[src/design/ptc_pkg.sv]
// Shared types and constants for the pressure/temperature compensation core.
package ptc_pkg;

  // Configuration register indexes
  localparam logic [2:0] REG_COEF_FIRST  = 3'd0;
  localparam logic [2:0] REG_COEF_SECOND = 3'd1;
  localparam logic [2:0] REG_COEF_LAST   = 3'd2;
  localparam logic [2:0] REG_TEMP_OSR    = 3'd3;
  localparam logic [2:0] REG_PRS_OSR     = 3'd4;

  localparam logic [2:0] OSR_RESET = 3'd3;

  // Scaling divider: 36 dividend bits, 4 quotient bits per cycle
  localparam int DIV_BITS      = 36;
  localparam int DIV_PER_CYCLE = 4;
  localparam int DIV_STEPS     = DIV_BITS / DIV_PER_CYCLE;

  // Multiplier operand widths (A is split into two halves)
  localparam int MAC_A_W    = 56;
  localparam int MAC_HALF_W = MAC_A_W / 2;
  localparam int MAC_B_W    = 32;
  localparam int MAC_PP_W   = MAC_HALF_W + MAC_B_W;
  localparam int MAC_PROD_W = MAC_A_W + MAC_B_W;
  localparam int FRAC_BITS  = 24;

  typedef struct packed {
    logic                      start;
    logic signed [MAC_A_W-1:0] a;
    logic signed [MAC_B_W-1:0] b;
    logic signed [63:0]        addend;
  } mac_cmd_t;

  typedef struct packed {
    logic               done;
    logic signed [63:0] result;
  } mac_rsp_t;

  // Each scaling factor is m * 2^k; 2^24 / factor reduces to 2^(24-k) / m.
  function automatic logic [7:0] osr_divisor(input logic [2:0] code);
    logic [7:0] m;
    case (code)
      3'd0:    m = 8'd1;
      3'd1:    m = 8'd3;
      3'd2:    m = 8'd7;
      3'd3:    m = 8'd15;
      3'd4:    m = 8'd31;
      3'd5:    m = 8'd63;
      3'd6:    m = 8'd127;
      3'd7:    m = 8'd255;
      default: m = 8'd1;
    endcase
    return m;
  endfunction

  // Codes 4..7 have k = 13 (shift 11), codes 0..3 have k = 19 (shift 5)
  function automatic logic osr_long_shift(input logic [2:0] code);
    return code[2];
  endfunction

endpackage

[src/design/ptc_div.sv]
// Iterative divider that scales a raw result into Q24 by the oversampling factor.
module ptc_div (
  input  logic               clk,
  input  logic               rst,
  input  logic               start,
  input  logic signed [23:0] raw,
  input  logic [2:0]         code,
  output logic               done,
  output logic signed [31:0] quot
);
  import ptc_pkg::*;

  typedef enum logic [1:0] {D_IDLE, D_RUN, D_FIN} div_state_t;

  div_state_t            state;
  logic                  neg;
  logic [DIV_BITS-1:0]   work;
  logic [DIV_BITS-1:0]   work_next;
  logic [7:0]            rem;
  logic [7:0]            rem_next;
  logic [7:0]            divisor;
  logic [3:0]            count;
  logic [23:0]           raw_mag;
  logic [DIV_BITS-1:0]   dividend;

  assign raw_mag  = raw[23] ? 24'(-raw) : 24'(raw);
  assign dividend = osr_long_shift(code) ? {1'b0, raw_mag, 11'b0} : {7'b0, raw_mag, 5'b0};

  // Restoring division, dividend shifted out the top, quotient shifted in below
  always_comb begin : div_iter
    logic [DIV_BITS-1:0] w;
    logic [7:0]          r;
    logic [8:0]          trial;
    w = work;
    r = rem;
    for (int i = 0; i < DIV_PER_CYCLE; i++) begin
      trial = {r, w[DIV_BITS-1]};
      w     = {w[DIV_BITS-2:0], 1'b0};
      if (trial >= {1'b0, divisor}) begin
        r    = 8'(trial - {1'b0, divisor});
        w[0] = 1'b1;
      end else begin
        r = trial[7:0];
      end
    end
    work_next = w;
    rem_next  = r;
  end

  always_ff @(posedge clk) begin
    if (rst) begin
      state <= D_IDLE;
      done  <= 1'b0;
    end else begin
      done <= (state == D_FIN);
      case (state)
        D_IDLE: begin
          if (start) begin
            neg     <= raw[23];
            work    <= dividend;
            rem     <= '0;
            divisor <= osr_divisor(code);
            count   <= 4'(DIV_STEPS - 1);
            state   <= D_RUN;
          end
        end
        D_RUN: begin
          work <= work_next;
          rem  <= rem_next;
          if (count == '0) begin
            state <= D_FIN;
          end else begin
            count <= count - 4'd1;
          end
        end
        D_FIN: begin
          // quotient stays below 2^30, truncation toward zero via magnitude
          quot  <= neg ? 32'(-work[31:0]) : work[31:0];
          state <= D_IDLE;
        end
        default: state <= D_IDLE;
      endcase
    end
  end

endmodule

[config.mk]
export PLATFORM = sky130hd
export DESIGN_NAME = ptc_div
export DESIGN_NICKNAME = d
export VERILOG_FILES = /design/src/design/ptc_pkg.sv /design/src/design/ptc_div.sv
export SDC_FILE = /design/constraint.sdc
export NUM_CORES = 1
export LEC_CHECK = 0
export BUFFER_PORTS_ARGS = -buffer_cell sky130_fd_sc_hd__buf_2
export CAP_MARGIN = 20
export CORE_MARGIN = 2
export CORE_UTILIZATION = 45
export DETAILED_ROUTE_END_ITERATION = 16
export GPL_ROUTABILITY_DRIVEN = 0
export GPL_TIMING_DRIVEN = 0
export PLACE_DENSITY_LB_ADDON = 0.3
export SLEW_MARGIN = 0
export SYNTH_ARGS = -nofsm -noshare
export SYNTH_HDL_FRONTEND = slang
export SYNTH_SLANG_ARGS = --single-unit
[constraint.sdc]
create_clock -name clk -period 8.12 [get_ports clk]
set_input_delay 1.218 -clock clk [delete_from_list [all_inputs] [get_ports clk]]
set_output_delay 1.218 -clock clk [all_outputs]
set_load 0.05 [all_outputs]
* After elaboration in Yosys (flattened, before gate mapping)
Memories as Yosys holds them, arrays and structs flattened. A register that Yosys moved wholly into a read port is not among the register bits.
Index checks and enable logic that the tools add are counted.
Widths: inputs -> output; s select.
** Cells by class
- Reduce and logical (&&, ||, !) cells :: 8
- Mux-type cells :: 21
- Shifts and indexed selects :: 0
- Bitwise gates (word level) :: 1
- $add $sub $neg :: 7
- $lt $le $gt $ge :: 4
- Divide/modulo/power cells :: 0
- Multiply operators :: 0
- Eq/ne operators :: 5
** Operators with widths (count)
- $pmux 36 s2 :: 1
- $mux 8 :: 5
- $ge 9x8->1 :: 4
- $mux 36 :: 1
- $mux 35 :: 1
- $mux 32 :: 1
- $neg 32->32 :: 1
- $sub 8x8->8 :: 4
- $mux 24 :: 1
- $neg 24->24 :: 1
- $pmux 8 s2 :: 1
- $mux 4 :: 2
- $pmux 4 s2 :: 1
- $ne 2x2->1 const B :: 3
- $reduce_and 3->1 :: 2
- $logic_not 4->1 :: 1
- $mux 1 :: 4
- $mux 2 :: 2
- $pmux 2 s2 :: 1
- $reduce_and 2->1 :: 2
- $reduce_and 4->1 :: 1
- $sub 4x1->4 const B :: 1
- $eq 2x1->1 const B :: 1
- $eq 2x2->1 const B :: 1
- other kinds (3) :: 3
** Word-level totals
- Input bits :: 30
- Output and inout port bits :: 33
- Register bits :: 92
- Latch bits :: 0
- Bits in read-only memories :: 56
- Word-level logic and storage cells :: 55
- Bits in writable memories :: 0
- Memories :: 1
** Memories
- (no name shown) :: depth 8, width 7, read ports 1, clocked after Yosys merged registers in 1, write ports 0, line ptc_pkg.sv:41 : case (code)

* Depth between registers and ports, before layout
Gate-level depths: netlist of run 1.
- Word-level depth :: 9
- Depth in mapped cells :: 35
- Mapped depth without buffers :: 34

* Least setup slack after synthesis of run 1
Ideal clock, no wire load.
- Path type :: register -> register
- From :: register divisor[1]
- To :: register rem[4] (data pin)
- Cell stages (with the launch flop) :: 33
- Buffers on the path :: 1
- Arrival :: 7074 ps
- Slack :: 780 ps
- Clock period less this slack :: 7340 ps
- Path through :: edfxtp_1 inv_1 ha_1 ha_1 and3_1 and2_0 a211o_1 a21oi_4 mux2_2 ha_1 a21oi_1 o22ai_1 nor2_1 o22a_1 and2_1 mux2_2 ha_1 and3_1 a211oi_1 o21ai_0 a211o_1 a31oi_1 a21boi_2 mux2_2 ha_1 a21oi_1 a21oi_1 o211ai_1 o2bb2ai_1 o211ai_1 buf_4 mux2i_1 nor2_1
** On the way
- Cells in the longest elaborated chain, start to end :: 9
** Ends and longest elaborated chain
- start: declaration :: line ptc_div.sv:21 : logic [7:0] divisor;
- $sub 8x8->8 or $ge 9x8->1 (tied branches) :: line ptc_div.sv:40, ptc_div.sv:39
- $mux 8 :: line ptc_div.sv:39 : if (trial >= {1'b0, divisor}) begin
- $sub 8x8->8 or $ge 9x8->1 (tied branches) :: line ptc_div.sv:40, ptc_div.sv:39
- $mux 8 :: line ptc_div.sv:39
- $sub 8x8->8 or $ge 9x8->1 (tied branches) :: line ptc_div.sv:40, ptc_div.sv:39
- $mux 8 :: line ptc_div.sv:39
- $sub 8x8->8 or $ge 9x8->1 (tied branches) :: line ptc_div.sv:40, ptc_div.sv:39
- $mux 8 * :: line ptc_div.sv:39
- $pmux 8 s2 * :: line ptc_div.sv:56 : case (state)
- end signal: assignment :: line ptc_div.sv:69 : rem <= rem_next;
- end: declaration :: line ptc_div.sv:19 : logic [7:0] rem;
Every way passes the cells marked *; elsewhere a longest branch is shown, timed or not.
A chain may end at the register's enable or synchronous reset.

* Final worst setup path of run 1
- From :: register divisor[1]
- To :: register rem[6] (data pin)
The elaborated chain is that of the path after synthesis.

==> flow_summary_export.csv, run 1 <==
group,metric,value,unit
synthesis,yosys_warnings,0,
layout,area_delta_synth_final,17.5,%
die,start_util,0.455,
clocking,clockBufferDepth,2,
clocking,cts.reportedPaths.clkPinSlew,0.06,ns
placed_design,pre_cts_ws,-0.496,ns
die,io_pins,63,
global_routing,grt_use_met1,0.284,
worst_setup_path,cp.arrival,7.93,ns
detailed_routing,dr_total_vias,4936,
synthesis,avgSynthCellArea,10.6,um2
placed_design,dpl.hpwl,11600,um
synthesis,yosysSeqAreaShare,0.433,
layout,mostFrequentLayoutCells,"edfxtp_1 (88), buf_2 (63), xnor2_1 (49), nand2_1 (44), nor2_1 (41)",
sta,whs,0.526,ns
synthesis,synth-seq-cells,91,
layout,nNetsFinal,753,
sta,setup_ws,0.243,ns
global_routing,grt_max_degree,17,
layout,drive_gt1_frac,0.232,
clocking,tritoncts,"built",
sta,fmax,0.127,GHz
sta,period_share,0.970,
synthesis,syn_inst,590,
detailed_routing,drc,0,
global_routing,grt_pass1_wl,23200,um
detailed_routing,drt_iter0_markers,389,
worst_setup_path,path_common_cell,"ha_1",
clocking,clock-sinks,91,
min_path,hold_path_class,"flip-flop to flip-flop",
die,die_y,122,um
layout,fin_cells,869,
die,die_area,14800,um2
worst_setup_path,critPathLaunchType,"flip-flop",
layout,diodes,0,
sta,slew_viol_final,0,
die,core_area,13700,um2
detailed_routing,vias_per_cell,5.68,
worst_setup_path,cp_max_fo,10,
global_routing,track_usage,0.201,
clocking,insertion_delay,0.35,ns
outcome,status,"finished clean",
global_routing,use_met2,0.316,
worst_setup_path,endpoint_kind,"flip-flop",
synthesis,synthFlopType,"edfxtp_1",
sta,max-slew-margin-rel,0.394,
detailed_routing,wl,14900,um
synthesis,ys_async_sr_fraction,0,
placed_design,numPortBuffers,62,
sta,worst_slew_pin_slew,0.905,ns
synthesis,synth_cell_types,59,
synthesis,syn-num-nets,659,
run,drv_cap,0,
detailed_routing,wire_per_inst,17.1,um
worst_setup_path,required,8.17,ns
detailed_routing,ant_nets,0,
worst_setup_path,slowest_delay,0.47,ns
die,die_x,122,um
die,rows,43,
worst_setup_path,crit_type,"flip-flop to flip-flop",
global_routing,gr-usage-met3,0.0384,
layout,fillers,1188,
placed_design,place_inst,838,
synthesis,synth_edf_count,88,
sta,finalHoldViolCount,0,
global_routing,grt_pass1_vias,4577,
global_routing,top_usage_layer,"met2",
detailed_routing,first_pass_iters,5,
global_routing,grt.overflow.total,0,
sta,finalSetupViolCount,0,
sta,fin_crit,7.88,ns
clocking,cts-htree-levels,3,
synthesis,synth_area,6240,um2
sta,fin_skew,0.00729,ns
clocking,cts_buffers,9,
layout,final_common_cell,"edfxtp_1",
global_routing,antenna_found_initial,0,
clocking,cts-root-buf,"clkbuf_16",
worst_setup_path,slowest_stage,"edfxtp_1",
stage by stage:
step / TNS (ns) / utilization / area [um2]
2_1_floorplan: 0 / - / 6240
3_3_place_gp: -1.45 / 0.494 / 6780
3_5_place_dp: -4.07 / 0.501 / 6870
4_1_cts: 0 / 0.527 / 7230
5_1_grt: -0.0221 / 0.535 / 7340
6_report: 0 / 0.535 / 7340
worst max-delay path, delay by kind of cell (launching register included):
family          cells  cell delay, ns
compound gates     12            2.47
fa+ha+maj           5            1.50
buf+inv             4            0.64
flops               1            0.47
mux                 4            1.24
simple gates        9            1.25
repair_timing:
| item | CTS | global route |
|---|---|---|
| gates cloned | 0 | 0 |
| resized for setup | 10 | 8 |
| buffers inserted | 6 | 9 |
| setup endpoints to repair | 9 | 9 |
| hold buffers | 0 | 0 |
| pin swaps | 1 | 3 |
final timing paths:
kind / startpoint / endpoint / slack (ns) / cells after the start
worst max register to register: divisor[1]$_SDFFCE_PP1P_ / rem[6]$_SDFFCE_PN0P_ / 0.24 / 34
worst min register to register: work[0]$_SDFFCE_PN0P_ / quot[0]$_DFFE_PP_ / 0.53 / 0
worst min-delay path: work[0]$_SDFFCE_PN0P_ / quot[0]$_DFFE_PP_ / 0.53 / 0
worst max-delay path: divisor[1]$_SDFFCE_PP1P_ / rem[6]$_SDFFCE_PN0P_ / 0.24 / 34
synthesized netlist by cell type (all sizes together) (8+ instances only):
cell / number / area [um2]
nor3: 11 / 60.1
xnor2: 51 / 447
inv: 24 / 90.1
mux2: 29 / 327
or4: 8 / 67.6
xor2: 24 / 210
edfxtp: 88 / 2640
nand2b: 12 / 90.1
clkbuf: 9 / 33.8
nand3: 9 / 50.1
ha: 35 / 438
nor2: 42 / 158
a21oi: 37 / 196
o21ai: 36 / 180
o31ai: 16 / 120
nand2: 45 / 169
mux2i: 13 / 130
cell families after synthesis:
family | after synthesis | synth area share
mux | 42 | 0.0731
fa+ha+maj | 39 | 0.0829
xor+xnor | 75 | 0.105
buf+inv | 40 | 0.0254
compound gates | 139 | 0.145
flops | 91 | 0.433
simple gates | 164 | 0.136
final cells by class:
type,count,area (um2),share of cell area
Buffer,16,68.8,0.00938
Timing Repair Buffer,83,510,0.0696
Inverter,24,92.6,0.0126
Clock buffer,9,225,0.0307
Tap cell,180,225,0.0307
Multi-Input combinational cell,459,3460,0.472
Sequential cell,91,2700,0.368
Clock inverter,7,51.3,0.00699
sequential cells by signal (all words and copies together) (netlist names):
name / flops
work: 36
quot: 32
rem: 8
divisor: 7
count: 4
state: 2
done: 1
neg: 1
routing by layer:
metal | wire length, um | vias up
li1 | - | 2377
met1 | 6840 | 2354
met2 | 6750 | 187
met3 | 1070 | 18
met4 | 219 | 0
met5 | 0 | -
Power of run 1 is left out: the tool's default activity adds up to more than one toggle a clock period on the data nets, which glitch-free logic cannot reach.
==> run 2, diff against run 1 <==
--- a/config.mk
+++ b/config.mk
@@ -10,9 +10,8 @@
 export CORE_MARGIN = 2
 export CORE_UTILIZATION = 45
 export DETAILED_ROUTE_END_ITERATION = 16
-export GPL_ROUTABILITY_DRIVEN = 0
 export GPL_TIMING_DRIVEN = 0
-export PLACE_DENSITY_LB_ADDON = 0.3
+export PLACE_DENSITY = 0.73
 export SLEW_MARGIN = 0
 export SYNTH_ARGS = -nofsm -noshare
 export SYNTH_HDL_FRONTEND = slang
==> run 2 against run 1 <==
Compared with the run above: cell count down 0.46%; sequential cell count unchanged; cell area up 0.63%; critical endpoint is now rem[4]$_SDFFCE_PN0P_; die area unchanged; clock skew up 0.0014 ns.
==> flow_summary_export.csv, run 2 (synthesized netlist as in run 1, its figures left out) <==
group,metric,value,unit
die,die_y,122,um
placed_design,pre_cts_ws,-0.398,ns
die,io_pins,63,
global_routing,grt.overflow.total,0,
layout,reg.largest.list,"work x36, quot x32, rem x8",
worst_setup_path,cp_max_fo,10,
layout,largest_reg_flops,36,
min_path,hold_path_class,"flip-flop to flip-flop",
placed_design,dpl.hpwl,11500,um
clocking,cts.reportedPaths.clkPinSlew,0.06,ns
detailed_routing,ant_nets,0,
global_routing,grt_max_degree,17,
placed_design,numPortBuffers,62,
sta,period_share,0.957,
worst_setup_path,required,8.18,ns
sta,fin_crit,7.77,ns
layout,diodes,0,
detailed_routing,met1Wirelength,6630,um
sta,fin_skew,0.00864,ns
clocking,cts_buffers,9,
global_routing,grt_pass1_wl,23300,um
detailed_routing,first_pass_iters,5,
detailed_routing,met3_length,893,um
detailed_routing,dr_total_vias,4833,
detailed_routing,drt_iter0_markers,360,
worst_setup_path,cp.arrival,7.83,ns
detailed_routing,wl,14700,um
die,die_area,14800,um2
die,die_x,122,um
global_routing,grt_pass1_vias,4717,
detailed_routing,top_layer,"met4",
die,rows,43,
clocking,clock-sinks,91,
run,drv_cap,0,
clocking,tritoncts,"built",
layout,regMostFlops,"work",
clocking,cts-root-buf,"clkbuf_16",
worst_setup_path,endpoint_kind,"flip-flop",
layout,mostFrequentLayoutCells,"edfxtp_1 (88), buf_2 (63), xnor2_1 (49), nand2_1 (44), nor2_1 (41)",
sta,max-slew-margin-rel,0.423,
clocking,clockBufferDepth,2,
die,start_util,0.455,
clocking,insertion_delay,0.34,ns
sta,finalSetupViolCount,0,
clocking,cts-htree-levels,3,
die,core_area,13700,um2
placed_design,gp_congestion,0.920,
worst_setup_path,path_common_cell,"ha_1",
global_routing,track_usage,0.200,
layout,area_delta_synth_final,18.3,%
outcome,status,"finished clean",
sta,setup_ws,0.351,ns
worst_setup_path,slowest_stage,"edfxtp_1",
worst_setup_path,critPathLaunchType,"flip-flop",
worst_setup_path,crit_type,"flip-flop to flip-flop",
detailed_routing,wire_per_inst,17.1,um
detailed_routing,vias_per_cell,5.59,
detailed_routing,drc,0,
layout,drive_gt1_frac,0.234,
sta,slew_viol_final,0,
worst_setup_path,slowest_delay,0.40,ns
sta,fmax,0.129,GHz
layout,nNetsFinal,749,
global_routing,antenna_found_initial,0,
layout,final_common_cell,"edfxtp_1",
detailed_routing,wl_met2,7020,um
clocking,postCtsHoldBufs,0,
sta,worst_slew_pin_slew,0.863,ns
sta,finalHoldViolCount,0,
[run 2: cell types whose count changed in the layout (fill, tap and decap cells not counted), sizes merged]
| cell | change |
|---|---|
| clkinvlp | +2 |
| bufinv | +2 |
| buf | -4 |
| clkinv | -3 |
| inv | -1 |
[run 2: repair_timing]
action / 4_1_cts / 5_1_grt
pin swaps: 1 / 1
resized for setup: 4 / 20
buffers inserted: 4 / 6
cloned: 0 / 0
endpoints found under the setup margin: 9 / 9
[run 2: cell type report]
class,count,area (um2)
Tap cell,180,225
Clock buffer,9,225
Clock inverter,7,98.8
Fill cell,1177,6330
Buffer,16,72.6
Sequential cell,91,2700
Timing Repair Buffer,79,468
Inverter,24,93.8
Multi-Input combinational cell,459,3500
[run 2: critical path: cells and delay by family, from the launching register on]
| family | cells | cell delay (ns) |
|---|---|---|
| compound gates | 14 | 2.62 |
| mux | 4 | 1.34 |
| flops | 1 | 0.40 |
| simple gates | 7 | 1.09 |
| fa+ha+maj | 5 | 1.55 |
| buf+inv | 3 | 0.48 |
[run 2: routing by layer]
layer	up-vias	GRT usage
li1	2365	-
met1	2276	0.269
met2	174	0.339
met3	18	0.0253
met4	0	0.0596
met5	-	0
[run 2: through the flow]
step | cells | hold slack, ns | util | instance area (um2) | setup TNS (ns)
final | 865 | 0.516 | 0.538 | 7390 | 0
after global routing | 865 | 0.527 | 0.538 | 7390 | -0.165
after CTS | 859 | 0.530 | 0.528 | 7250 | 0
after detailed placement | 839 | 0.513 | 0.501 | 6880 | -3.19
after global placement | 832 | 0.481 | 0.494 | 6780 | -2.25
after floorplan | 590 | 0.451 | - | 6240 | 0
[run 2: worst paths after layout]
kind | startpoint | end | slack, ns | cells after the start
min reg2reg | work[0]$_SDFFCE_PN0P_ | quot[0]$_DFFE_PP_ | 0.52 | 0
max reg2reg | divisor[1]$_SDFFCE_PP1P_ | rem[4]$_SDFFCE_PN0P_ | 0.35 | 33
max | divisor[1]$_SDFFCE_PP1P_ | rem[4]$_SDFFCE_PN0P_ | 0.35 | 33
min | work[0]$_SDFFCE_PN0P_ | quot[0]$_DFFE_PP_ | 0.52 | 0
Power of run 2 is left out for the same reason.
==> run 3, diff against run 2 <==
--- a/config.mk
+++ b/config.mk
@@ -8,10 +8,10 @@
 export BUFFER_PORTS_ARGS = -buffer_cell sky130_fd_sc_hd__buf_2
 export CAP_MARGIN = 20
 export CORE_MARGIN = 2
-export CORE_UTILIZATION = 45
+export CORE_UTILIZATION = 50
 export DETAILED_ROUTE_END_ITERATION = 16
 export GPL_TIMING_DRIVEN = 0
-export PLACE_DENSITY = 0.73
+export PLACE_DENSITY = 0.78
 export SLEW_MARGIN = 0
 export SYNTH_ARGS = -nofsm -noshare
 export SYNTH_HDL_FRONTEND = slang
==> run 3 against run 2 <==
Compared with the run above: register-to-register slack worse by 0.12 ns; utilization increased by 6.6 points; sequential share of layout area increased by 0.34 points; global-route usage is 2.7 points higher; count of clock-buffer cells in the layout increased by 1; die area is 9.7% lower; critical endpoint unchanged.
==> flow_summary_export.csv, run 3 (synthesized netlist as in run 1, its figures left out) <==
group,metric,value,unit
outcome,status,"finished clean",
worst_setup_path,critPathLaunchType,"flip-flop",
die,die_x,116,um
global_routing,antenna_found_initial,0,
die,core_area,12100,um2
layout,final_common_cell,"edfxtp_1",
global_routing,grt_max_degree,17,
layout,nNetsFinal,749,
worst_setup_path,endpoint,"rem[4]$_SDFFCE_PN0P_",
detailed_routing,ant_nets,0,
clocking,clock-sinks,91,
die,die_area,13400,um2
clocking,postCtsHoldBufs,0,
layout,fillers,967,
sta,fmax,0.127,GHz
worst_setup_path,startpoint,"divisor[1]$_SDFFCE_PP1P_",
sta,finalHoldViolCount,0,
sta,fin_crit,7.89,ns
worst_setup_path,r2r_start,"divisor[1]$_SDFFCE_PP1P_",
layout,regMostFlops,"work",
sta,fin_skew,0.00425,ns
worst_setup_path,cp_max_fo,10,
detailed_routing,drt_iter0_markers,418,
worst_setup_path,r2r-end,"rem[4]$_SDFFCE_PN0P_",
detailed_routing,dr_total_vias,4929,
clocking,cts_buffers,9,
detailed_routing,first_pass_iters,5,
sta,whs,0.511,ns
global_routing,track_usage,0.227,
layout,diodes,0,
die,rows,40,
min_path,hold_path_class,"flip-flop to flip-flop",
sta,finalSetupViolCount,0,
worst_setup_path,path_common_cell,"ha_1",
sta,slew_viol_final,0,
detailed_routing,wire_per_inst,17.9,um
clocking,cts-root-buf,"clkbuf_16",
worst_setup_path,endpoint_kind,"flip-flop",
global_routing,grt.overflow.total,0,
placed_design,dpl.hpwl,11500,um
run,drv_cap,0,
layout,seq_area,2700,um2
detailed_routing,vias_per_cell,5.78,
layout,reg.largest.list,"work x36, quot x32, rem x8",
layout,multiInputGateArea,3480,um2
worst_setup_path,required,8.18,ns
die,io_pins,63,
sta,max-slew-margin-rel,0.385,
clocking,cts.reportedPaths.clkPinSlew,0.07,ns
global_routing,grt_pass1_wl,23600,um
layout,drive_gt1_frac,0.232,
placed_design,gp_congestion,0.899,
worst_setup_path,ff2ff_path_depth,30,
worst_setup_path,slowest_delay,0.47,ns
detailed_routing,drc,0,
placed_design,numPortBuffers,62,
worst_setup_path,critPathTopFamily,"compound AO/OA/AOI/OAI gates",
clocking,clockBufferDepth,2,
worst_setup_path,slowest_stage,"a2111oi_1",
detailed_routing,wl,15300,um
die,die_y,116,um
layout,area_delta_synth_final,17.2,%
clocking,insertion_delay,0.34,ns
sta,period_share,0.972,
clocking,cts-htree-levels,3,
layout,mostFrequentLayoutCells,"edfxtp_1 (88), buf_2 (63), xnor2_1 (50), nand2_1 (44), nor2_1 (41)",
layout,largest_reg_flops,36,
worst_setup_path,cp.arrival,7.96,ns
worst_setup_path,cp_num_buf_inv,2,
clocking,tritoncts,"built",
worst_setup_path,worst-path-stages,30,
die,start_util,0.516,
worst_setup_path,reg2reg_slack,0.23,ns
worst_setup_path,crit_type,"flip-flop to flip-flop",
global_routing,grt_pass1_vias,4645,
sta,worst_slew_pin_slew,0.920,ns
## run 3: changes by cell type in the layout (fill, tap and decap cells not counted), moves of 2 or more
cell | previous run | this run
clkinv_4 | 1 | 3
buf_4 | 11 | 13
a21oi_2 | 1 | 3
inv_6 | 2 | 0
## run 3: timing repair
item                       4_1_cts  5_1_grt
buffers inserted                 5        6
setup endpoints to repair        9        9
resized for setup                4       15
pin swaps                        1        4
## run 3: through the flow
stage / area (um2) / utilization / instances / setup TNS [ns] / worst slack (ns)
2_1_floorplan: 6240 / - / 590 / 0 / 0.780
3_3_place_gp: 6770 / 0.559 / 820 / -2.22 / -0.321
3_5_place_dp: 6850 / 0.565 / 826 / -3.65 / -0.475
4_1_cts: 7210 / 0.595 / 847 / 0 / 0.0691
5_1_grt: 7320 / 0.604 / 853 / -0.323 / -0.0955
6_report: 7320 / 0.604 / 853 / 0 / 0.229
## run 3: routing by layer
layer  part of all wire  GRT usage
met3              0.068     0.0445
met1               0.44      0.315
met5                  0          0
met2               0.47      0.359
met4              0.025     0.0770
## run 3: worst min-delay path by stage
stage,start,slack (ns),endpoint,depth (start not counted)
after CTS,work[0]$_SDFFCE_PN0P_,0.51,quot[0]$_DFFE_PP_,0
final,work[0]$_SDFFCE_PN0P_,0.51,quot[0]$_DFFE_PP_,0
after global routing,work[0]$_SDFFCE_PN0P_,0.53,quot[0]$_DFFE_PP_,0
after global placement,work[0]$_SDFFCE_PN0P_,0.48,quot[0]$_DFFE_PP_,0
after floorplan,work[0]$_SDFFCE_PN0P_,0.45,quot[0]$_DFFE_PP_,0
after detailed placement,work[0]$_SDFFCE_PN0P_,0.49,quot[0]$_DFFE_PP_,0
## run 3: final cells by class
class / count / share of cell area
clock inverters: 6 / 0.0103
plain buffers: 16 / 0.00940
multi-input cells: 459 / 0.475
well taps: 168 / 0.0287
inverters: 24 / 0.0128
flip-flops and latches: 91 / 0.369
clock buffers: 10 / 0.0313
repair buffers: 79 / 0.0629
Power of run 3 is left out for the same reason.
